### src/sv/int64_divide_modulo_top_assert.svh
// ----------------------------------------------------------------------------
// int64_divide_modulo_top_assert.svh
// Assertion macros used by the divider top. They sample on clk and are
// disabled while rst_n is low.
// ----------------------------------------------------------------------------
`ifndef INT64_DIVIDE_MODULO_TOP_ASSERT_SVH
`define INT64_DIVIDE_MODULO_TOP_ASSERT_SVH

// Condition must hold at every clock edge out of reset.
`define I64DM_ASSERT_ALWAYS(label, cond, msg) \
  label: assert property (@(posedge clk) disable iff (!rst_n) (cond)) \
    else $error(msg);

// Consequent must hold in the same cycle as the antecedent.
`define I64DM_ASSERT_IMPLIES(label, ante, cons, msg) \
  label: assert property (@(posedge clk) disable iff (!rst_n) (ante) |-> (cons)) \
    else $error(msg);

`endif

### src/sv/i64dm_pkg.sv
// ----------------------------------------------------------------------------
// i64dm_pkg
// Field widths, command codes and the per-item control bundle of the divider.
// ----------------------------------------------------------------------------
package i64dm_pkg;

  localparam int FIELD_W = 64;
  localparam int CMD_W   = 2;

  localparam logic [CMD_W-1:0] CMD_UDIV = 2'd0;
  localparam logic [CMD_W-1:0] CMD_SDIV = 2'd1;
  localparam logic [CMD_W-1:0] CMD_UREM = 2'd2;
  localparam logic [CMD_W-1:0] CMD_SREM = 2'd3;

  // Control bits that ride along with each beat through the pipeline.
  typedef struct packed {
    logic is_rem;    // deliver remainder instead of quotient
    logic neg;       // negate the selected magnitude at the end
    logic zero_div;  // divisor was zero: quotient forced to zero
  } ctl_t;

endpackage

### src/sv/i64dm_prep.sv
// ----------------------------------------------------------------------------
// i64dm_prep
// Input stage: decode the command, take operand magnitudes, flag a zero
// divisor and register the beat.
// ----------------------------------------------------------------------------
module i64dm_prep import i64dm_pkg::*; #(
  parameter int DATA_WIDTH = 64
) (
  input  logic                    clk,
  input  logic                    rst_n,
  input  logic                    up_valid,
  output logic                    up_ready,
  input  logic [CMD_W-1:0]        up_cmd,
  input  logic [FIELD_W-1:0]      up_dividend,
  input  logic [FIELD_W-1:0]      up_divisor,
  output logic                    dn_valid,
  input  logic                    dn_ready,
  output logic [2*DATA_WIDTH-1:0] dn_rq,
  output logic [DATA_WIDTH-1:0]   dn_den,
  output ctl_t                    dn_ctl
);

  logic                  valid_r;
  logic [DATA_WIDTH-1:0] mag_a_r, mag_a_nxt;
  logic [DATA_WIDTH-1:0] den_r, den_nxt;
  ctl_t                  ctl_r, ctl_nxt;
  logic [DATA_WIDTH-1:0] a, b;
  logic                  is_signed, is_rem, a_neg, b_neg;

  assign a = up_dividend[DATA_WIDTH-1:0];
  assign b = up_divisor[DATA_WIDTH-1:0];

  always_comb begin
    case (up_cmd)
      CMD_UDIV: begin is_signed = 1'b0; is_rem = 1'b0; end
      CMD_SDIV: begin is_signed = 1'b1; is_rem = 1'b0; end
      CMD_UREM: begin is_signed = 1'b0; is_rem = 1'b1; end
      CMD_SREM: begin is_signed = 1'b1; is_rem = 1'b1; end
      default:  begin is_signed = 1'b0; is_rem = 1'b0; end
    endcase
  end

  always_comb begin
    a_neg            = is_signed & a[DATA_WIDTH-1];
    b_neg            = is_signed & b[DATA_WIDTH-1];
    mag_a_nxt        = a_neg ? (~a + 1'b1) : a;
    den_nxt          = b_neg ? (~b + 1'b1) : b;
    ctl_nxt.is_rem   = is_rem;
    // Remainder takes the dividend's sign, quotient the sign product.
    ctl_nxt.neg      = is_rem ? a_neg : (a_neg ^ b_neg);
    ctl_nxt.zero_div = (b == '0);
  end

  assign up_ready = !valid_r || dn_ready;

  always_ff @(posedge clk) begin
    if (!rst_n) begin
      valid_r <= 1'b0;
    end else if (up_ready) begin
      valid_r <= up_valid;
    end
  end

  always_ff @(posedge clk) begin
    if (up_valid && up_ready) begin
      mag_a_r <= mag_a_nxt;
      den_r   <= den_nxt;
      ctl_r   <= ctl_nxt;
    end
  end

  assign dn_valid = valid_r;
  assign dn_rq    = {{DATA_WIDTH{1'b0}}, mag_a_r};
  assign dn_den   = den_r;
  assign dn_ctl   = ctl_r;

endmodule

### config.mk
export PLATFORM = sky130hd
export DESIGN_NAME = i64dm_prep
export DESIGN_NICKNAME = d
export VERILOG_FILES = /design/src/sv/int64_divide_modulo_top_assert.svh /design/src/sv/i64dm_pkg.sv /design/src/sv/i64dm_prep.sv
export SDC_FILE = /design/constraint.sdc
export NUM_CORES = 1
export LEC_CHECK = 0
export ABC_AREA = 0
export BUFFER_PORTS_ARGS = -buffer_cell sky130_fd_sc_hd__buf_2
export CAP_MARGIN = 10
export CORE_MARGIN = 5
export CORE_UTILIZATION = 30
export CTS_CLUSTER_SIZE = 10
export DETAILED_ROUTE_END_ITERATION = 10
export GPL_ROUTABILITY_DRIVEN = 0
export SLEW_MARGIN = 15
export SYNTH_ARGS = -nofsm -noshare
export SYNTH_HDL_FRONTEND = slang
export SYNTH_SLANG_ARGS = --single-unit
### constraint.sdc
create_clock -name clk -period 8.1 [get_ports clk]
set_clock_uncertainty 0.15 [all_clocks]
set_input_delay 0.405 -clock clk [delete_from_list [all_inputs] [get_ports clk]]
set_output_delay 0.405 -clock clk [all_outputs]
set_load 0.03 [all_outputs]
==> metrics.md <==
| Metric | Value |
|---|---|
| Status | `finished, final reports clean` |
| WS Path Type | `in2reg` |
| Initial drt markers | `481` |
| Yosys warns | `0` |
| Synthesized area | `7430 sq um` |
| Overall die width | `167 um` |
| Clock share of power | `0.399` |
| F_max | `0.333 GHz` |
| Pwr Density | `214 nW/um^2` |
| Via count | `6088` |
| TritonCTS clock tree | `built` |
| Post-Route Utilization | `0.389` |
| Num rows | `57` |
| Vias in the first global route | `5911` |
| Cell taking the most area after synthesis | `edfxtp_1` |
| Final setup fails | `0` |
| Final worst-path cycle share | `0.371` |
| Pwr Total | `2.03 mW` |
| TritonRoute pass-1 iters | `5` |
| # diodes | `0` |
| Reg2Reg Setup Slack | `5.54 ns` |
| PostCTS Resize Cnt | `0` |
| Gr ovfl total | `0` |
| Hold WC Path Type | `in2reg` |
| TritonCTS Buffers | `17` |
| # Max-Cap Violations | `0` |
| CTS max path bufs | `2` |
| Final count of hold timing violations | `0` |
| Sw power | `613 uW` |
| Yosys reg bits | `132` |
| Seq pwr share | `0.412` |
| WL final | `21800 um` |
| CTS root buf | `clkbuf_16` |
| PortBufs | `266` |
| Critical path's largest stage delay | `1.05 ns` |
| Hold buffer count at cts | `0` |
| Synthesized netlist cell count | `662` |
| I/O pin count | `331` |
| CP arrival | `3.01 ns` |
| Placed wire-length estimate | `16600 um` |
| Worst path cell trace | `buf_2 > nor4_1 > nand4b_1 > nor4_2 > a41oi_1 > xor2_1` |
| Clock sink count | `132` |
| Max VDD drop | `114 uV` |
| Internal power | `1.42 mW` |
| Actual slew at the worst max-slew pin | `1.16 ns` |
| CTS H-tree lvls | `4` |
| Core ar. | `24400 sq um` |
| Total placed cells including tap cells | `1234` |
| Area contributors post-synth | `edfxtp_1 53%, xor2_1 8.1%, buf_4 6.5%` |
| Layout cell share with drive strength beyond 1 | `0.335` |
| Sw Share | `0.301` |
| RSZ-0062 raised after global routing | `false` |
| Routed wire per std cell | `17.2 um` |
| GRT Util Overall | `0.149` |
| First-pass GRT wire length | `33100 um` |
| Sequential cell area fraction in the yosys report | `0.532` |
| Delay-heaviest family, CP | `simple AND/OR/NAND/NOR gates` |
| Die height | `167 um` |
| Comb power frac | `0.189` |
| Total die area | `28000 sq um` |
| CP bufs+invs | `1` |
| Final layout net count | `1065` |
| Synthesized area per cell | `11.2 sq um` |
| Worst-path fanout max | `9` |
| Clk_lat worst skew | `0.41 ns` |
| Initial Util | `0.305` |
| DR vias/cell | `4.81` |
| Pre-CTS setup slack | `4.76 ns` |
| Crit path time final | `3.00 ns` |
| Slew HR | `0.223` |
| Top-area cell type share of the netlist area | `0.529` |
| Worst Path Required | `8.11 ns` |
| Setup crit start kind | `input pin` |
| Post-CTS setup buffers | `0` |
| Reg clk slew, reported paths | `0.06 ns` |
| Largest net degree at the start of global routing | `70` |
| Slew Viols, Final | `0` |
| Non-filler cells in the finished layout | `1266` |
| Pleak | `3.85 nW` |
| CP Capture Type | `register` |
| Final worst setup slack | `5.10 ns` |
| Post-route setup TNS | `0 ns` |
| Initial antenna violation count | `0` |
| Syn-to-layout area delta | `27.7%` |
| Slowest cell on the critical path | `nor4_2` |
| Unique masters post-synth | `46` |
| Antenna Violating Nets Remaining | `0` |
| # DRC | `0` |
-- power by group through the flow --
stage                     sequential, mW  clock, mW  combinational (mW)
after floorplan                    0.967          0               0.163
after global placement             0.853          0               0.384
after global routing               0.843      0.866               0.412
final                              0.838      0.810               0.385
after detailed placement           0.853          0               0.387
after CTS                          0.839      0.828               0.387
-- per-layer routing --
metal	GRT usage	share of wire
met5	0	0
met4	0.0487	0.021
met1	0.194	0.42
met3	0.0339	0.082
met2	0.245	0.48
-- kinds of logic (layout without fill, tap and decap cells) --
kind of cell,after synthesis,count (layout),synth area share
adder cells (fa/ha/maj),2,2,0.00337
flip-flops,132,132,0.532
XOR/XNOR,123,123,0.145
buffers and inverters,105,322,0.0857
AND/OR/NAND/NOR,185,185,0.137
AO/OA/AOI/OAI,114,114,0.0968
other,1,64,0.000505
-- path summary, 6_finish.rpt --
| check | from | end | cells after the start |
|---|---|---|---|
| setup / recovery | up_dividend[4] | mag_a_r[48]$_DFFE_PP_ | 6 |
| hold reg to reg | dn_valid$_SDFFE_PN0N_ | dn_valid$_SDFFE_PN0N_ | 2 |
| hold / removal | up_cmd[1] | dn_ctl[2]$_DFFE_PP_ | 1 |
| setup reg to reg | dn_valid$_SDFFE_PN0N_ | mag_a_r[20]$_DFFE_PP_ | 3 |
-- flip-flops by register name, summed over array words and instances (netlist names) --
signal	cells
dn_ctl	3
dn_den	64
dn_valid	1
mag_a_r	64
-- synthesized netlist by cell type, drive strengths merged --
master and instances:
nor3 28, dfxtp 1, nor2b 3, o31a 1
nor4 25, o21a 1, a41oi 5, or4 9
edfxtp 131, nand2 14, a31o 1, o41ai 10
or3b 1, and2 6, o31ai 9, or3 9
and3 3, clkbuf 19, a31oi 30, conb 1
nor4b 3, or2 1, ha 2, nand4 6
o21ai 23, nand2b 7, a21boi 2, xor2 69
nand3b 3, a21oi 32, nor3b 2, nand3 10
nand4b 3, buf 67, xnor2 54, nor2 49
inv 19, and4 3
-- layout by cell type (no fill, tap or decap), drive strengths merged, types with 4 or more instances in the layout --
| cell type | Yosys | layout |
|---|---|---|
| o41ai | 10 | 10 |
| buf | 67 | 271 |
| nand2 | 14 | 14 |
| inv | 19 | 24 |
| edfxtp | 131 | 131 |
| nor4 | 25 | 25 |
| and2 | 6 | 6 |
| or3 | 9 | 9 |
| xor2 | 69 | 69 |
| nand4 | 6 | 6 |
| nor2 | 49 | 49 |
| nand2b | 7 | 7 |
| o31ai | 9 | 9 |
| or4 | 9 | 9 |
| clkinv | 0 | 4 |
| xnor2 | 54 | 54 |
| conb | 1 | 64 |
| clkbuf | 19 | 18 |
| a41oi | 5 | 5 |
| o21ai | 23 | 23 |
| nor3 | 28 | 28 |
| nand3 | 10 | 10 |
| a21oi | 32 | 32 |
| a31oi | 30 | 30 |
-- final cells by class --
cell class / instances / area [sq um]
flip-flops and latches: 132 / 3950
clock inverters: 14 / 176
inverters: 19 / 71.3
well taps: 324 / 405
multi-input cells: 488 / 3090
fillers: 2438 / 14900
clock buffers: 18 / 429
repair buffers: 271 / 1370
-- stage by stage --
| stage | area (sq um) | hold slack, ns |
|---|---|---|
| after floorplan | 7670 | 0.354 |
| after global placement | 8880 | 0.369 |
| after detailed placement | 8880 | 0.388 |
| after CTS | 9490 | 0.0517 |
| after global routing | 9490 | 0.0534 |
| final | 9490 | 0.0660 |
No activity file was read; power rests on OpenSTA's default activity.
