`config.mk`:
```
export PLATFORM = sky130hd
export DESIGN_NAME = i64dm_step
export DESIGN_NICKNAME = d
export VERILOG_FILES = /design/src/sv/int64_divide_modulo_top_assert.svh /design/src/sv/i64dm_pkg.sv /design/src/sv/i64dm_step.sv
export SDC_FILE = /design/constraint.sdc
export NUM_CORES = 1
export LEC_CHECK = 0
export BUFFER_PORTS_ARGS = -buffer_cell sky130_fd_sc_hd__buf_2
export CAP_MARGIN = 10
export CORE_AREA = 2 2 155 157
export CTS_CLUSTER_DIAMETER = 200
export DETAILED_ROUTE_END_ITERATION = 8
export DIE_AREA = 0 0 157 159
export PLACE_DENSITY = 0.81
export SLEW_MARGIN = 15
export SYNTH_ARGS = -nofsm -noshare
export SYNTH_HDL_FRONTEND = slang
export SYNTH_SLANG_ARGS = --single-unit
```
`constraint.sdc`:
```
create_clock -name clk -period 6.3 [get_ports clk]
set_clock_uncertainty 0.1 [all_clocks]
set_input_delay 0.63 -clock clk [delete_from_list [all_inputs] [get_ports clk]]
set_output_delay 0.63 -clock clk [all_outputs]
set_load 0.1 [all_outputs]
```
`src/sv/int64_divide_modulo_top_assert.svh`:
```
// ----------------------------------------------------------------------------
// int64_divide_modulo_top_assert.svh
// Assertion macros used by the divider top. They sample on clk and are
// disabled while rst_n is low.
// ----------------------------------------------------------------------------
`ifndef INT64_DIVIDE_MODULO_TOP_ASSERT_SVH
`define INT64_DIVIDE_MODULO_TOP_ASSERT_SVH

// Condition must hold at every clock edge out of reset.
`define I64DM_ASSERT_ALWAYS(label, cond, msg) \
  label: assert property (@(posedge clk) disable iff (!rst_n) (cond)) \
    else $error(msg);

// Consequent must hold in the same cycle as the antecedent.
`define I64DM_ASSERT_IMPLIES(label, ante, cons, msg) \
  label: assert property (@(posedge clk) disable iff (!rst_n) (ante) |-> (cons)) \
    else $error(msg);

`endif

```
`src/sv/i64dm_pkg.sv`:
```
// ----------------------------------------------------------------------------
// i64dm_pkg
// Field widths, command codes and the per-item control bundle of the divider.
// ----------------------------------------------------------------------------
package i64dm_pkg;

  localparam int FIELD_W = 64;
  localparam int CMD_W   = 2;

  localparam logic [CMD_W-1:0] CMD_UDIV = 2'd0;
  localparam logic [CMD_W-1:0] CMD_SDIV = 2'd1;
  localparam logic [CMD_W-1:0] CMD_UREM = 2'd2;
  localparam logic [CMD_W-1:0] CMD_SREM = 2'd3;

  // Control bits that ride along with each beat through the pipeline.
  typedef struct packed {
    logic is_rem;    // deliver remainder instead of quotient
    logic neg;       // negate the selected magnitude at the end
    logic zero_div;  // divisor was zero: quotient forced to zero
  } ctl_t;

endpackage

```
`src/sv/i64dm_step.sv`:
```
// ----------------------------------------------------------------------------
// i64dm_step
// One restoring division step: shift the next dividend bit into the partial
// remainder, trial-subtract the divisor, keep the quotient bit.
// ----------------------------------------------------------------------------
module i64dm_step import i64dm_pkg::*; #(
  parameter int DATA_WIDTH = 64
) (
  input  logic                    clk,
  input  logic                    rst_n,
  input  logic                    up_valid,
  output logic                    up_ready,
  input  logic [2*DATA_WIDTH-1:0] up_rq,
  input  logic [DATA_WIDTH-1:0]   up_den,
  input  ctl_t                    up_ctl,
  output logic                    dn_valid,
  input  logic                    dn_ready,
  output logic [2*DATA_WIDTH-1:0] dn_rq,
  output logic [DATA_WIDTH-1:0]   dn_den,
  output ctl_t                    dn_ctl
);

  logic                    valid_r;
  logic [2*DATA_WIDTH-1:0] rq_r, rq_nxt;
  logic [DATA_WIDTH-1:0]   den_r;
  ctl_t                    ctl_r;
  logic [DATA_WIDTH:0]     shifted, diff;
  logic                    ge;
  logic [DATA_WIDTH-1:0]   rem_nxt;

  // Upper half holds the partial remainder, lower half the unused dividend
  // bits with quotient bits filling in from the bottom.
  always_comb begin
    shifted = {up_rq[2*DATA_WIDTH-1:DATA_WIDTH], up_rq[DATA_WIDTH-1]};
    diff    = shifted - {1'b0, up_den};
    ge      = !diff[DATA_WIDTH];
    rem_nxt = ge ? diff[DATA_WIDTH-1:0] : shifted[DATA_WIDTH-1:0];
    rq_nxt  = {rem_nxt, up_rq[DATA_WIDTH-2:0], ge};
  end

  assign up_ready = !valid_r || dn_ready;

  always_ff @(posedge clk) begin
    if (!rst_n) begin
      valid_r <= 1'b0;
    end else if (up_ready) begin
      valid_r <= up_valid;
    end
  end

  always_ff @(posedge clk) begin
    if (up_valid && up_ready) begin
      rq_r  <= rq_nxt;
      den_r <= up_den;
      ctl_r <= up_ctl;
    end
  end

  assign dn_valid = valid_r;
  assign dn_rq    = rq_r;
  assign dn_den   = den_r;
  assign dn_ctl   = ctl_r;

endmodule

```
==> run_results.csv <==
group,metric,value,unit
grt,antenna_found_initial,5,
worst_setup_path,endpoint,"dn_rq[127]",
worst_setup_path,timing.rr.start,"dn_valid",
routing,finalWirelength,30.60,mm
run,drv_cap,0,
cts,cts_hold_buf,0,
worst_setup_path,max_stage_delay,0.82,ns
cts,cts_sinks,196,
routing,wl_per_cell,18.79,um
floorplanning,fp.dieW,157,um
power_and_ir_drop,p_switching,1.797,mW
timing,setup_viol,0,
floorplanning,num_rows,56,
routing,vias,8658,
power_and_ir_drop,swShare,41.46,%
synthesis,synth_edf_count,195,
hold_path,hp-class,"in -> reg",
power_and_ir_drop,p_per_area,312.9,nW/um2
finish,drive_gt1_share,38.39,%
synthesis,ys.flop_type,"edfxtp_1",
finish,finish.utilization,59.73,%
finish,area_growth,25.35,%
placement,gp_congestion,0.8980,
worst_setup_path,r2r_setup_slack,3.97,ns
grt,grt_pass1_wl,46.43,mm
cts,cts-resized-gates,0,
worst_setup_path,critPathMaxFanout,63,
routing,drc,0,
timing,slew_headroom,22.14,%
worst_setup_path,timing_worst_setup_path_type,"in -> reg",
routing,drt_first_iter_violations,577,
worst_setup_path,cp-end-kind,"flop",
synthesis,yosysUniqueCellTypes,60,
timing,max_freq,222.5,MHz
synthesis,syn-mean-instance-area,12.07,um2
worst_setup_path,crit_required,6.39,ns
worst_setup_path,cp_slowest_cell,"inv_4",
synthesis,async_reset_ff_share,0,%
cts,tritoncts,"built",
synthesis,synth_area,11050,um2
worst_setup_path,cp_num_buf_inv,3,
worst_setup_path,reg2reg_depth,3,
power_and_ir_drop,power_frac_comb,37.6,%
cts,cts_buffers,17,
placement,io_buffers,395,
finish,nets,1556,
timing,slew_violations,0,
floorplanning,die_height,159,um
timing,rsz0062_at_grt,"false",
synthesis,yosysWarningCount,0,
placement,place_hpwl,24.08,mm
timing,period_share,71.33,%
cts,insertion_delay,0.42,ns
floorplanning,core_area,23190,um2
cts,cts_max_path_buffers,2,
grt,grt_max_degree,133,
synthesis,ys_ff_latch,196,
floorplanning,dieArea,24960,um2
floorplanning,ios,396,
power_and_ir_drop,p_int,2.537,mW
worst_setup_path,cp-start-kind,"input port",
synthesis,synthesis.nets,1180,
worst_setup_path,reg2reg_to,"dn_rq[69]",
floorplanning,start_util,47.65,%
power_and_ir_drop,ir_worst_vdd,161.6,uV
power_and_ir_drop,clockPowerShare,25.4,%
cts,cts_setup_buffers,0,
worst_setup_path,crit_start,"up_rq[63]",
cts,cts.clk_slew.worst_paths,0.08,ns
synthesis,synthCells,916,
timing,fin_crit,4.494,ns
power_and_ir_drop,pwr-share-seq,37.0,%
routing,first_pass_iters,5,
timing,hold_viol_final,0,
routing,ant_nets,0,
worst_setup_path,cp_cell_sequence,"buf_2 > inv_1 > ha_1 > fa_1 > nor2b_1 > o211ai_1 > a31o_2 > o21ai_1 > a41oi_2 > a21o_1 > a21oi_2 > o21ba_2 > nor3_4 > inv_4 > mux2_2",
cts,clock-root-buffer,"clkbuf_16",
worst_setup_path,crit_family,"compound AO/OA/AOI/OAI gates",
grt,grt-ovfl-total,0,
cts,cts-htree-levels,4,
timing,tns,0,ns
grt,grt_pass1_vias,8718,
worst_setup_path,critPathArrivalTime,4.58,ns
power_and_ir_drop,p_leak,6.287,nW
worst_setup_path,path_depth,15,
timing,tightest_slew,1.168,ns
synthesis,synth-seq-area-share,53.16,%
outcome,status,"finished clean",
routing,viasPerCell,5.315,
grt,grtUsageTotal,23.89,%
==> layout by cell type (no fill, tap or decap), types with 3 or more instances in the layout <==
master / instances
o21ai_1: 3
diode_2: 5
a21boi_0: 3
nand2_1: 55
and3_1: 9
buf_2: 395
a22oi_1: 3
a211oi_1: 11
o31ai_1: 4
mux2_4: 59
a21o_1: 31
nor3_1: 15
o21a_1: 6
o21ai_0: 39
clkinv_4: 5
nor2b_1: 7
nor2_1: 29
mux2_2: 3
mux2i_1: 3
xnor2_1: 34
a31oi_1: 13
o21bai_1: 10
a21oi_1: 79
inv_8: 4
clkinv_8: 4
ha_1: 64
or3_1: 4
nand2b_1: 6
inv_1: 82
nand4_1: 19
xor2_1: 26
nor4_1: 4
edfxtp_1: 195
clkbuf_16: 17
or4_1: 3
o211ai_1: 5
nand3_1: 15
o221ai_1: 3
==> worst register-to-register path, cell delays in order (launching register included) <==
cell and delay [ns]:
dfxtp_1 0.31, nand2b_1 0.10, and2_4 0.72, buf_12 0.65
==> sequential cells by signal, indices dropped and copies added (netlist names) <==
name / count
dn_valid: 1
dn_rq: 128
dn_den: 64
dn_ctl: 3
==> area by class of cell <==
cell class / count / area, um2
fill: 1897 / 9339
timing repair buffer: 396 / 1997
clock buffer: 18 / 429.2
antenna: 5 / 12.51
multi-input combinational: 598 / 4663
sequential: 196 / 5876
inverter: 83 / 314.1
clock inverter: 14 / 162.7
tap: 319 / 399.1
==> Yosys cell counts, drive strengths merged (4+ instances only) <==
| library cell | count | share of area [%] |
|---|---|---|
| edfxtp | 195 | 53 |
| inv | 83 | 2.8 |
| a21oi | 80 | 3.7 |
| ha | 64 | 7.2 |
| mux2 | 62 | 8.3 |
| nand2 | 55 | 1.9 |
| o21ai | 42 | 1.9 |
| xnor2 | 34 | 2.7 |
| a21o | 31 | 2.1 |
| nor2 | 29 | 0.98 |
| xor2 | 26 | 2.1 |
| clkbuf | 23 | 0.78 |
| nand4 | 19 | 1.1 |
| buf | 16 | 1.1 |
| nor3 | 16 | 0.83 |
| nand3 | 15 | 0.68 |
| a31oi | 13 | 0.74 |
| a211oi | 11 | 0.75 |
| o21bai | 10 | 0.68 |
| and3 | 9 | 0.51 |
| nor2b | 7 | 0.40 |
| nand2b | 6 | 0.34 |
| o21a | 6 | 0.41 |
| o211ai | 5 | 0.34 |
| nor4 | 4 | 0.23 |
| o31ai | 4 | 0.27 |
| o41ai | 4 | 0.45 |
| or3 | 4 | 0.23 |
==> logic make-up (layout without fill, tap and decap cells) <==
logic type,count (synthesis),in the layout,synth area share (%)
compound gates,233,233,13.54
flops,196,196,53.16
simple gates,175,175,7.857
buf+inv,122,511,4.664
fa+ha+maj,65,65,7.427
mux,65,65,8.593
xor+xnor,60,60,4.755
other cells,0,5,0
==> power by group through the flow <==
stage | registers (mW) | logic [mW] | clock network [mW]
floorplan | 2.40 | 0.563 | 0
global placement | 1.63 | 1.61 | 0
detailed placement | 1.63 | 1.63 | 0
CTS | 1.61 | 1.63 | 1.12
global route | 1.61 | 1.71 | 1.16
finish | 1.60 | 1.63 | 1.10
==> through the flow <==
step	worst slack [ns]	cell area, um2	std cells	hold slack, ns	total power, mW
2_1_floorplan	1.643	11050	916	0.6289	2.962
4_1_cts	1.807	13840	1624	0.2465	4.356
3_3_place_gp	1.446	13250	1592	0.4229	3.238
5_1_grt	1.584	13850	1629	0.2479	4.486
6_report	1.806	13850	1629	0.2653	4.334
3_5_place_dp	1.340	13250	1592	0.4343	3.261
==> layer usage <==
| layer | part of all wire, % | track usage (%) | vias up |
|---|---|---|---|
| li1 | - | - | 4176 |
| met1 | 39 | 28.67 | 4062 |
| met2 | 52 | 42.84 | 362 |
| met3 | 6.5 | 4.137 | 58 |
| met4 | 2.4 | 8.382 | 0 |
| met5 | 0 | 0 | - |
==> worst min-delay path by stage <==
stage	from	to	cells after the start	slack (ns)
after global routing	up_rq[58]	dn_rq[59]	1	0.25
after global placement	dn_valid	dn_valid	2	0.42
final	up_rq[13]	dn_rq[14]	1	0.27
after floorplan	up_ctl[0]	dn_ctl[0]	0	0.63
after detailed placement	dn_valid	dn_valid	2	0.43
after CTS	up_rq[53]	dn_rq[54]	1	0.25
No activity file was read; power rests on OpenSTA's default activity.
