==> config.mk <==
export PLATFORM = sky130hd
export DESIGN_NAME = i64dm_post
export DESIGN_NICKNAME = d
export VERILOG_FILES = /design/src/sv/int64_divide_modulo_top_assert.svh /design/src/sv/i64dm_pkg.sv /design/src/sv/i64dm_post.sv
export SDC_FILE = /design/constraint.sdc
export NUM_CORES = 1
export LEC_CHECK = 0
export BUFFER_PORTS_ARGS = -buffer_cell sky130_fd_sc_hd__clkbuf_2
export CAP_MARGIN = 30
export CELL_PAD_IN_SITES_DETAIL_PLACEMENT = 0
export CELL_PAD_IN_SITES_GLOBAL_PLACEMENT = 1
export CORE_MARGIN = 8
export CORE_UTILIZATION = 39
export DETAILED_ROUTE_END_ITERATION = 10
export PLACE_DENSITY_LB_ADDON = 0.1
export REMOVE_ABC_BUFFERS = 1
export SYNTH_ARGS = -nofsm -noshare
export SYNTH_HDL_FRONTEND = slang
export SYNTH_SLANG_ARGS = --single-unit
==> constraint.sdc <==
create_clock -name clk -period 6.6 [get_ports clk]
set_input_delay 0.33 -clock clk [delete_from_list [all_inputs] [get_ports clk]]
set_output_delay 0.33 -clock clk [all_outputs]
set_load 0.005 [all_outputs]
==> src/sv/int64_divide_modulo_top_assert.svh <==
// ----------------------------------------------------------------------------
// int64_divide_modulo_top_assert.svh
// Assertion macros used by the divider top. They sample on clk and are
// disabled while rst_n is low.
// ----------------------------------------------------------------------------
`ifndef INT64_DIVIDE_MODULO_TOP_ASSERT_SVH
`define INT64_DIVIDE_MODULO_TOP_ASSERT_SVH

// Condition must hold at every clock edge out of reset.
`define I64DM_ASSERT_ALWAYS(label, cond, msg) \
  label: assert property (@(posedge clk) disable iff (!rst_n) (cond)) \
    else $error(msg);

// Consequent must hold in the same cycle as the antecedent.
`define I64DM_ASSERT_IMPLIES(label, ante, cons, msg) \
  label: assert property (@(posedge clk) disable iff (!rst_n) (ante) |-> (cons)) \
    else $error(msg);

`endif

==> src/sv/i64dm_pkg.sv <==
// ----------------------------------------------------------------------------
// i64dm_pkg
// Field widths, command codes and the per-item control bundle of the divider.
// ----------------------------------------------------------------------------
package i64dm_pkg;

  localparam int FIELD_W = 64;
  localparam int CMD_W   = 2;

  localparam logic [CMD_W-1:0] CMD_UDIV = 2'd0;
  localparam logic [CMD_W-1:0] CMD_SDIV = 2'd1;
  localparam logic [CMD_W-1:0] CMD_UREM = 2'd2;
  localparam logic [CMD_W-1:0] CMD_SREM = 2'd3;

  // Control bits that ride along with each beat through the pipeline.
  typedef struct packed {
    logic is_rem;    // deliver remainder instead of quotient
    logic neg;       // negate the selected magnitude at the end
    logic zero_div;  // divisor was zero: quotient forced to zero
  } ctl_t;

endpackage

==> src/sv/i64dm_post.sv <==
// ----------------------------------------------------------------------------
// i64dm_post
// Output stage: pick quotient or remainder, apply the sign, hold the result
// beat until the sink takes it.
// ----------------------------------------------------------------------------
module i64dm_post import i64dm_pkg::*; #(
  parameter int DATA_WIDTH = 64
) (
  input  logic                    clk,
  input  logic                    rst_n,
  input  logic                    up_valid,
  output logic                    up_ready,
  input  logic [2*DATA_WIDTH-1:0] up_rq,
  input  ctl_t                    up_ctl,
  output logic                    dn_valid,
  input  logic                    dn_ready,
  output logic [FIELD_W-1:0]      dn_result
);

  logic                  valid_r;
  logic [DATA_WIDTH-1:0] res_r, res_nxt;
  logic [DATA_WIDTH-1:0] quot, mag;

  // A zero divisor leaves the dividend magnitude as remainder and all ones
  // as quotient; force the quotient to zero.
  always_comb begin
    quot    = up_ctl.zero_div ? '0 : up_rq[DATA_WIDTH-1:0];
    mag     = up_ctl.is_rem ? up_rq[2*DATA_WIDTH-1:DATA_WIDTH] : quot;
    res_nxt = up_ctl.neg ? (~mag + 1'b1) : mag;
  end

  assign up_ready = !valid_r || dn_ready;

  always_ff @(posedge clk) begin
    if (!rst_n) begin
      valid_r <= 1'b0;
    end else if (up_ready) begin
      valid_r <= up_valid;
    end
  end

  always_ff @(posedge clk) begin
    if (up_valid && up_ready) begin
      res_r <= res_nxt;
    end
  end

  assign dn_valid  = valid_r;
  assign dn_result = FIELD_W'(res_r);

endmodule

==> impl_results.md, run 1 <==
- Status: finished, final reports clean
- Longest Clk Path Bufs: 2
- Flop2flop setup slack: 4960 ps
- Proportion of synthesized chip area in sequential cells: 0.3905
- Starting Density: 0.3972
- CTS Sinks: 65
- Core area: 12520 µm²
- Delay-heaviest family, CP: simple AND/OR/NAND/NOR gates
- # setup viols final: 0
- Post_cts resized: 0
- Max cap viols: 0
- Vias: 5096
- Synth Warn #: 0
- Routability cong.: 0.8875
- Fin. max-slew vios: 0
- Avg Vias per Cell: 5.784
- Cells after Synth: 527
- Crit path kind: in -> reg
- Final hold vios: 0
- Iteration-0 DRC Markers: 455
- Dpl cells: 865
- Share of cells above drive strength 1: 0.3371
- Fmax: 245.9 MHz
- # Post-CTS Setup Buffers: 0
- Routed wire length per instance: 20.33 µm
- Worst vdd ir: 0.0001147 V
- Number of synthesized register bits: 65
- DRC: 0
- Post-route insts no fill: 881
- Most common flop cell mapped by yosys: edfxtp_1
- RR Startpoint: dn_valid
- Clock-pin slew on the worst setup and hold paths: 60 ps
- R2R cell count: 3
- Crit start category: input port
- Setup TNS: 0 ps
- Die area: 16620 µm²
- Min cycle time layout: 4067 ps
- Antenna-violating nets left: 0
- IO buf count: 200
- Final Skew: 13.04 ps
- Final wirelength: 17910 µm
- Tcrit/Tclk final: 0.6163
- Rows: 41
- P_leak: 2.503 nW
- Hold Startpoint: rst_n
- Pre-CTS WS: 2339 ps
- Crit path max fanout: 112
- Cell Pwr Density: 206.6 nW/µm²
- Die Ht: 128.9 µm
- RSZ-0062 raised after global routing: false
- Distinct cell type count after synthesis: 59
- Gr usage total: 0.2107
- Number of global-route vias before repair: 5151
- CP Cell Sequence: buf_4 > or2_1 > buf_4 > o21ai_0 > nor2_1 > nand4_1 > o41ai_1 > xor2_1
- CTS hold repair buffers: 0
- DRT Pass-1 Iters: 5
- Slowest-stage cell, CP: buf_4
- Antenna violations before repair: 0
- Levels on crit path: 8
- Crit. Startpoint: up_ctl[2]
- Reg-to-reg endpoint: dn_result[30]
- GRT overflow: 0
- Die X: 128.9 µm
- Mean Syn Cell Area: 9.435 µm²
- Detail Placement HPWL: 13140 µm
- CTS Buf Count: 9
- CTS root buf: clkbuf_16
- Top Ports: 201
- Largest net degree at the start of global routing: 113
- CP most frequent cell: buf_4
- Slew HR: 0.3101
- Clk_lat worst skew: 340 ps
- Crit path to: dn_result[53]
- Min Hold Slack: 243.1 ps
- Final WS setup: 2533 ps
- Worst EP arrival: 4130 ps
- Area delta synth->final: 26.50%
- Post-synth ARST share: 0
- CTS tree: yes
- First-pass GRT wire length: 27540 µm
- Worst Tran Pin Value: 1035 ps
- WP data required: 6660 ps
- Most common cell after layout, fill and taps aside: clkbuf_2
- Most frequent cells in the layout: clkbuf_2 (199), o21ai_0 (76), edfxtp_1 (64)
- Nets: 840
- Max incr delay on CP: 740 ps
- Mapped Area: 4972 µm²
- H-tree depth: 3
- Hold Path Class: in -> reg
- Worst setup EP type: flop
- EDFF count, synth: 64
- # diodes: 0
- Critical path buffers and inverters: 2
-- stage by stage --
step,instance area [µm²],power (mW),utilization
3_5_place_dp,6011,0.8369,0.4802
6_report,6290,1.300,0.5025
5_1_grt,6290,1.358,0.5025
4_1_cts,6290,1.305,0.5025
2_1_floorplan,4756,0.6835,-
3_3_place_gp,6011,0.8342,0.4802
-- logic make-up (layout without fill, tap and decap cells) --
group | Yosys count | in the layout | share of synthesized area
flops | 65 | 65 | 0.3905
xor+xnor | 56 | 56 | 0.09864
simple gates | 150 | 150 | 0.1646
buf+inv | 45 | 227 | 0.04882
fa+ha+maj | 1 | 1 | 0.002516
compound gates | 210 | 210 | 0.2949
-- power breakdown --
part | internal (mW) | switching [mW] | total [mW]
Combinational | 0.125 | 0.186 | 0.311
Clock | 0.288 | 0.181 | 0.469
Sequential | 0.506 | 0.0126 | 0.519
-- registers in the layout (all words and copies together) (netlist names) --
name	count
dn_valid	1
dn_result	64
-- worst min path at each step --
| stage | end | slack, ps | cells after the start |
|---|---|---|---|
| floorplan | dn_valid | 470 | 2 |
| global route | dn_valid | 240 | 2 |
| CTS | dn_valid | 240 | 2 |
| detailed placement | dn_valid | 540 | 2 |
| global placement | dn_valid | 510 | 2 |
| finish | dn_valid | 240 | 2 |
-- area by class of cell --
class	instances	area (µm²)
Fill cell	1243	6227
Multi-Input combinational cell	417	2794
Sequential cell	65	1942
Timing Repair Buffer	204	1033
Clock buffer	11	232.7
Tap cell	172	215.2
Clock inverter	5	46.29
Inverter	7	26.28
-- per-layer routing --
metal	global-route usage	wire [µm]
met5	0	0
met4	0.07118	318
met3	0.04758	1589
met2	0.3365	8334
met1	0.2748	7671
-- cells in the mapped netlist, types with 5 or more instances --
cell       n  area [µm²]
o21ai_1    6       30.03
a22oi_1   48       360.4
clkbuf_1  16       60.06
buf_2      7       35.03
a21oi_1    5       25.02
nor2_1    60       225.2
buf_6      8       90.09
o41ai_2    7       113.9
o21ai_0   76       380.4
inv_1      7       26.28
nand2_1   21       78.83
nand4_1    8       50.05
edfxtp_1  64        1922
xor2_1    38       332.8
nand2b_1   5       31.28
a31oi_1    7       43.79
a22o_1    14       122.6
nor3_1     7       35.03
o31ai_1   17       127.6
nor4_1     8       50.05
xnor2_1   18       157.7
o41ai_1   10       87.58
buf_1      5       18.77
nand3_1   10       50.05
Note: power is estimated with default switching activity, not from simulation.
==> run 2: changes to the inputs <==
Settings changed: CORE_UTILIZATION 39 to 33.
Clock period 6.6 ns to 3.6 ns, I/O delays scaled along.
==> run 2 against run 1 <==
Cell count increased by 2.7%; total power increased by 86%; global-route usage decreased by 1.5 points; register-to-register slack got worse by 3200 ps; non-clock buffer count increased by 8; via count increased by 1.0%; first-iteration DRC count decreased by 22%; hold slack got worse by 160 ps; critical path depth unchanged; highest routed layer unchanged.
==> impl_results.md, run 2 (synthesized netlist as in run 1, its figures left out) <==
- Post_cts resized: 0
- Met3 wire length: 1569 µm
- # Post-CTS Setup Buffers: 0
- Vias: 5149
- Iteration-0 DRC Markers: 355
- Slew HR: 0.3929
- Top Ports: 201
- Worst vdd ir: 0.0002234 V
- Clock-pin slew on the worst setup and hold paths: 50 ps
- # setup viols final: 0
- Slowest-stage cell, CP: o41ai_1
- Worst Tran Pin Value: 910.6 ps
- Min Hold Slack: 78.48 ps
- DR top layer: met4
- Starting Density: 0.3320
- Largest net degree at the start of global routing: 94
- Routed metal-1 wirelength: 8506 µm
- Number of global-route vias before repair: 5398
- Gr usage total: 0.1955
- Worst EP arrival: 3080 ps
- GRT overflow: 0
- Crit start category: input port
- FF+latch area: 1942 µm²
- Layout Utilization: 0.4276
- RSZ-0062 raised after global routing: false
- Detail Placement HPWL: 14220 µm
- Max FFs per register: 64
- Routability cong.: 0.8500
- CTS hold repair buffers: 0
- Most common cell after layout, fill and taps aside: clkbuf_2
- Rows: 45
- CP Cell Sequence: clkbuf_2 > or2_1 > buf_4 > o21ai_0 > nor3_1 > nand3_2 > o41ai_1 > xor2_1
- Die Ht: 138.8 µm
- DRT Pass-1 Iters: 5
- Setup TNS: 0 ps
- Share of cells above drive strength 1: 0.3487
- Metal2 WL: 8635 µm
- Final wirelength: 19040 µm
- First-pass GRT wire length: 29830 µm
- Max cap viols: 0
- Final hold vios: 0
- CTS Buf Count: 9
- Max incr delay on CP: 670 ps
- Fill cells: 1514
- CTS root buf: clkbuf_16
- Fmax: 330.8 MHz
- # diodes: 0
- P_leak: 2.551 nW
- Delay-heaviest family, CP: simple AND/OR/NAND/NOR gates
- IO buf count: 200
- Fin. max-slew vios: 0
- Avg Vias per Cell: 5.690
- Area delta synth->final: 28.79%
- Routed wire length per instance: 21.04 µm
- Clk_lat worst skew: 340 ps
- Area taken by multi-input logic gates: 2794 µm²
- Most frequent cells in the layout: clkbuf_2 (199), o21ai_0 (76), edfxtp_1 (64)
- Core area: 14980 µm²
- Longest Clk Path Bufs: 2
- CTS tree: yes
- Final Skew: 7.997 ps
- Crit path kind: in -> reg
- Min cycle time layout: 3023 ps
- DRC: 0
- Antenna violations before repair: 0
- CTS Sinks: 65
- Worst setup EP type: flop
- Hold Path Class: in -> reg
- Cell Pwr Density: 377.1 nW/µm²
- H-tree depth: 3
- Tcrit/Tclk final: 0.8398
- Crit path max fanout: 19
- Status: finished, final reports clean
- Die area: 19250 µm²
- Critical path buffers and inverters: 2
- Antenna-violating nets left: 0
- Die X: 138.8 µm
- Nets: 848
- WP data required: 3660 ps
==> run 2: changes by cell type in the layout (fill, tap and decap cells not counted), sizes merged <==
cell	previous run	this run
buf	5	13
clkinvlp	0	2
clkinv	4	3
clkbuf	210	209
==> run 2: worst paths after layout <==
kind	start	to	slack, ps	depth (start not counted)
hold reg to reg	dn_valid	dn_valid	540	2
hold / removal	rst_n	dn_valid	80	2
setup reg to reg	dn_valid	dn_result[41]	1800	3
setup / recovery	up_ctl[0]	dn_result[56]	580	8
==> run 2: power breakdown <==
part / switching, mW / leakage, nW / internal [mW]
combinational: 0.345 / 1.79 / 0.239
sequential: 0.0258 / 0.629 / 0.928
clock: 0.346 / 0.136 / 0.531
total: 0.716 / 2.55 / 1.70
==> run 2: area by class of cell <==
class / instances / area share
clock inverters: 6 / 0.009183
well taps: 188 / 0.03673
flip-flops and latches: 65 / 0.3032
clock buffers: 10 / 0.03576
inverters: 7 / 0.004103
multi-input cells: 417 / 0.4363
repair buffers: 212 / 0.1747
==> run 2: through the flow <==
step / total power [mW] / instance area [µm²] / setup WS [ps] / instances
floorplan: 1.253 / 4756 / 543.2 / 489
global placement: 1.550 / 6116 / 419.5 / 889
detailed placement: 1.554 / 6116 / 298.0 / 889
CTS: 2.442 / 6404 / 647.2 / 905
global route: 2.531 / 6404 / 453.0 / 905
finish: 2.415 / 6404 / 576.6 / 905
==> run 2: routing by layer <==
metal | GRT usage | vias up
li1 | - | 2421
met1 | 0.2510 | 2468
met2 | 0.3095 | 234
met3 | 0.05439 | 26
met4 | 0.06759 | 0
met5 | 0 | -
==> run 3: changes to the inputs <==
Clock period 3.6 ns to 2.7 ns, I/O delays scaled along.
==> run 3 against run 2 <==
Via count down 0.89%; critical path depth unchanged; core utilization up 1.4 points; non-clock buffer count up 22; global-route usage up 0.31 points; sequential power up 33%; flip-flop and latch count unchanged; largest cell class unchanged.
==> impl_results.md, run 3 (synthesized netlist as in run 1, its figures left out) <==
- Max FFs per register: 64
- Die X: 138.8 µm
- Vias: 5103
- Most frequent cells in the layout: clkbuf_2 (199), o21ai_0 (76), edfxtp_1 (64)
- P_leak: 2.672 nW
- Final instance area: 6606 µm²
- Slew HR: 0.5129
- Core area: 14980 µm²
- CTS root buf: clkbuf_16
- Rows: 45
- Area delta synth->final: 32.86%
- R2R cell count: 3
- Max cap viols: 0
- Tcrit/Tclk final: 0.8807
- Worst setup EP type: flop
- Nets: 870
- Setup TNS: 0 ps
- Die area: 19250 µm²
- Detail Placement HPWL: 14730 µm
- Status: finished, final reports clean
- Number of global-route vias before repair: 5513
- Crit path to: dn_result[30]
- H-tree depth: 3
- Layout Utilization: 0.4411
- Final WS setup: 322.0 ps
- Routability cong.: 0.8464
- Largest net degree at the start of global routing: 66
- Slowest-stage cell, CP: o41ai_1
- Levels on crit path: 8
- Worst vdd ir: 0.0003032 V
- DRC: 0
- Worst EP arrival: 2460 ps
- Hold Path Class: in -> reg
- Clock-pin slew on the worst setup and hold paths: 50 ps
- Crit path max fanout: 26
- RSZ-0062 raised after global routing: false
- Placed cell area: 6319 µm²
- Final Skew: 4.828 ps
- Longest Clk Path Bufs: 2
- Max incr delay on CP: 610 ps
- Min cycle time layout: 2378 ps
- IO buf count: 200
- Fmax: 420.5 MHz
- RR Startpoint: dn_valid
- Top Ports: 201
- Most common cell after layout, fill and taps aside: clkbuf_2
- DRT Pass-1 Iters: 7
- Flop2flop setup slack: 1420 ps
- FF+latch area: 1942 µm²
- Gr usage total: 0.1987
- # Post-CTS Setup Buffers: 0
- CTS Buf Count: 9
- Worst Tran Pin Value: 723.1 ps
- Tot Pwr: 3.241 mW
- # setup viols final: 0
- Critical path buffers and inverters: 2
- Pre-CTS WS: -14.17 ps
- Antenna violations before repair: 1
- Avg Vias per Cell: 5.505
- CTS tree: yes
- Fill cells: 1523
- WP data required: 2780 ps
- GRT overflow: 0
- Share of cells above drive strength 1: 0.3681
- Final hold vios: 0
- # diodes: 0
- Area taken by multi-input logic gates: 2794 µm²
- First-pass GRT wire length: 30440 µm
- Iteration-0 DRC Markers: 354
- Crit start category: input port
- Die Ht: 138.8 µm
- CTS hold repair buffers: 0
- Crit path kind: in -> reg
- Antenna-violating nets left: 0
- CP Cell Sequence: buf_4 > or2_1 > buf_12 > o21ai_0 > nor3_1 > nand3_2 > o41ai_1 > xnor2_1
- Delay-heaviest family, CP: simple AND/OR/NAND/NOR gates
- Clk_lat worst skew: 340 ps
- Routed wire length per instance: 20.68 µm
- Reg-to-reg endpoint: dn_result[27]
- Fin. max-slew vios: 0
- Cell Pwr Density: 490.6 nW/µm²
- CTS Sinks: 65
- Post_cts resized: 0
- Starting Density: 0.3320
- Crit. Startpoint: up_ctl[2]
- Final wirelength: 19170 µm
[run 3: cell type report]
cell class | instances | area share
multi-input combinational | 417 | 0.4229
clock buffer | 10 | 0.03466
tap | 188 | 0.03561
inverter | 7 | 0.003977
sequential | 65 | 0.2939
timing repair buffer | 234 | 0.2000
clock inverter | 6 | 0.008902
[run 3: worst min-delay path by stage]
| stage | from | end | slack (ps) | cells after the start |
|---|---|---|---|---|
| CTS | rst_n | dn_valid | 30 | 2 |
| detailed placement | rst_n | dn_valid | 380 | 2 |
| floorplan | up_valid | dn_valid | 270 | 2 |
| global route | rst_n | dn_valid | 20 | 2 |
| finish | up_valid | dn_valid | 30 | 3 |
| global placement | rst_n | dn_valid | 380 | 2 |
[run 3: metrics by stage]
step,cells,hold slack [ps]
final,927,29.09
after detailed placement,911,382.4
after CTS,927,28.35
after global routing,927,23.84
after floorplan,489,273.8
after global placement,911,377.6
[run 3: power by group]
group / switching [mW] / internal [mW]
sequential: 0.0321 / 1.24
combinational: 0.468 / 0.348
clock: 0.448 / 0.708
[run 3: worst register-to-register path, delay by kind of cell, from the launching register on]
kind,cells,cell delay (ps)
buf+inv,1,310
flops,1,310
simple gates,2,280
[run 3: per-layer routing]
| layer | track usage | routed length (µm) | up-vias |
|---|---|---|---|
| li1 | - | - | 2465 |
| met1 | 0.2497 | 8680 | 2432 |
| met2 | 0.3217 | 8825 | 183 |
| met3 | 0.06368 | 1366 | 21 |
| met4 | 0.05373 | 287 | 2 |
| met5 | 0 | 8 | - |
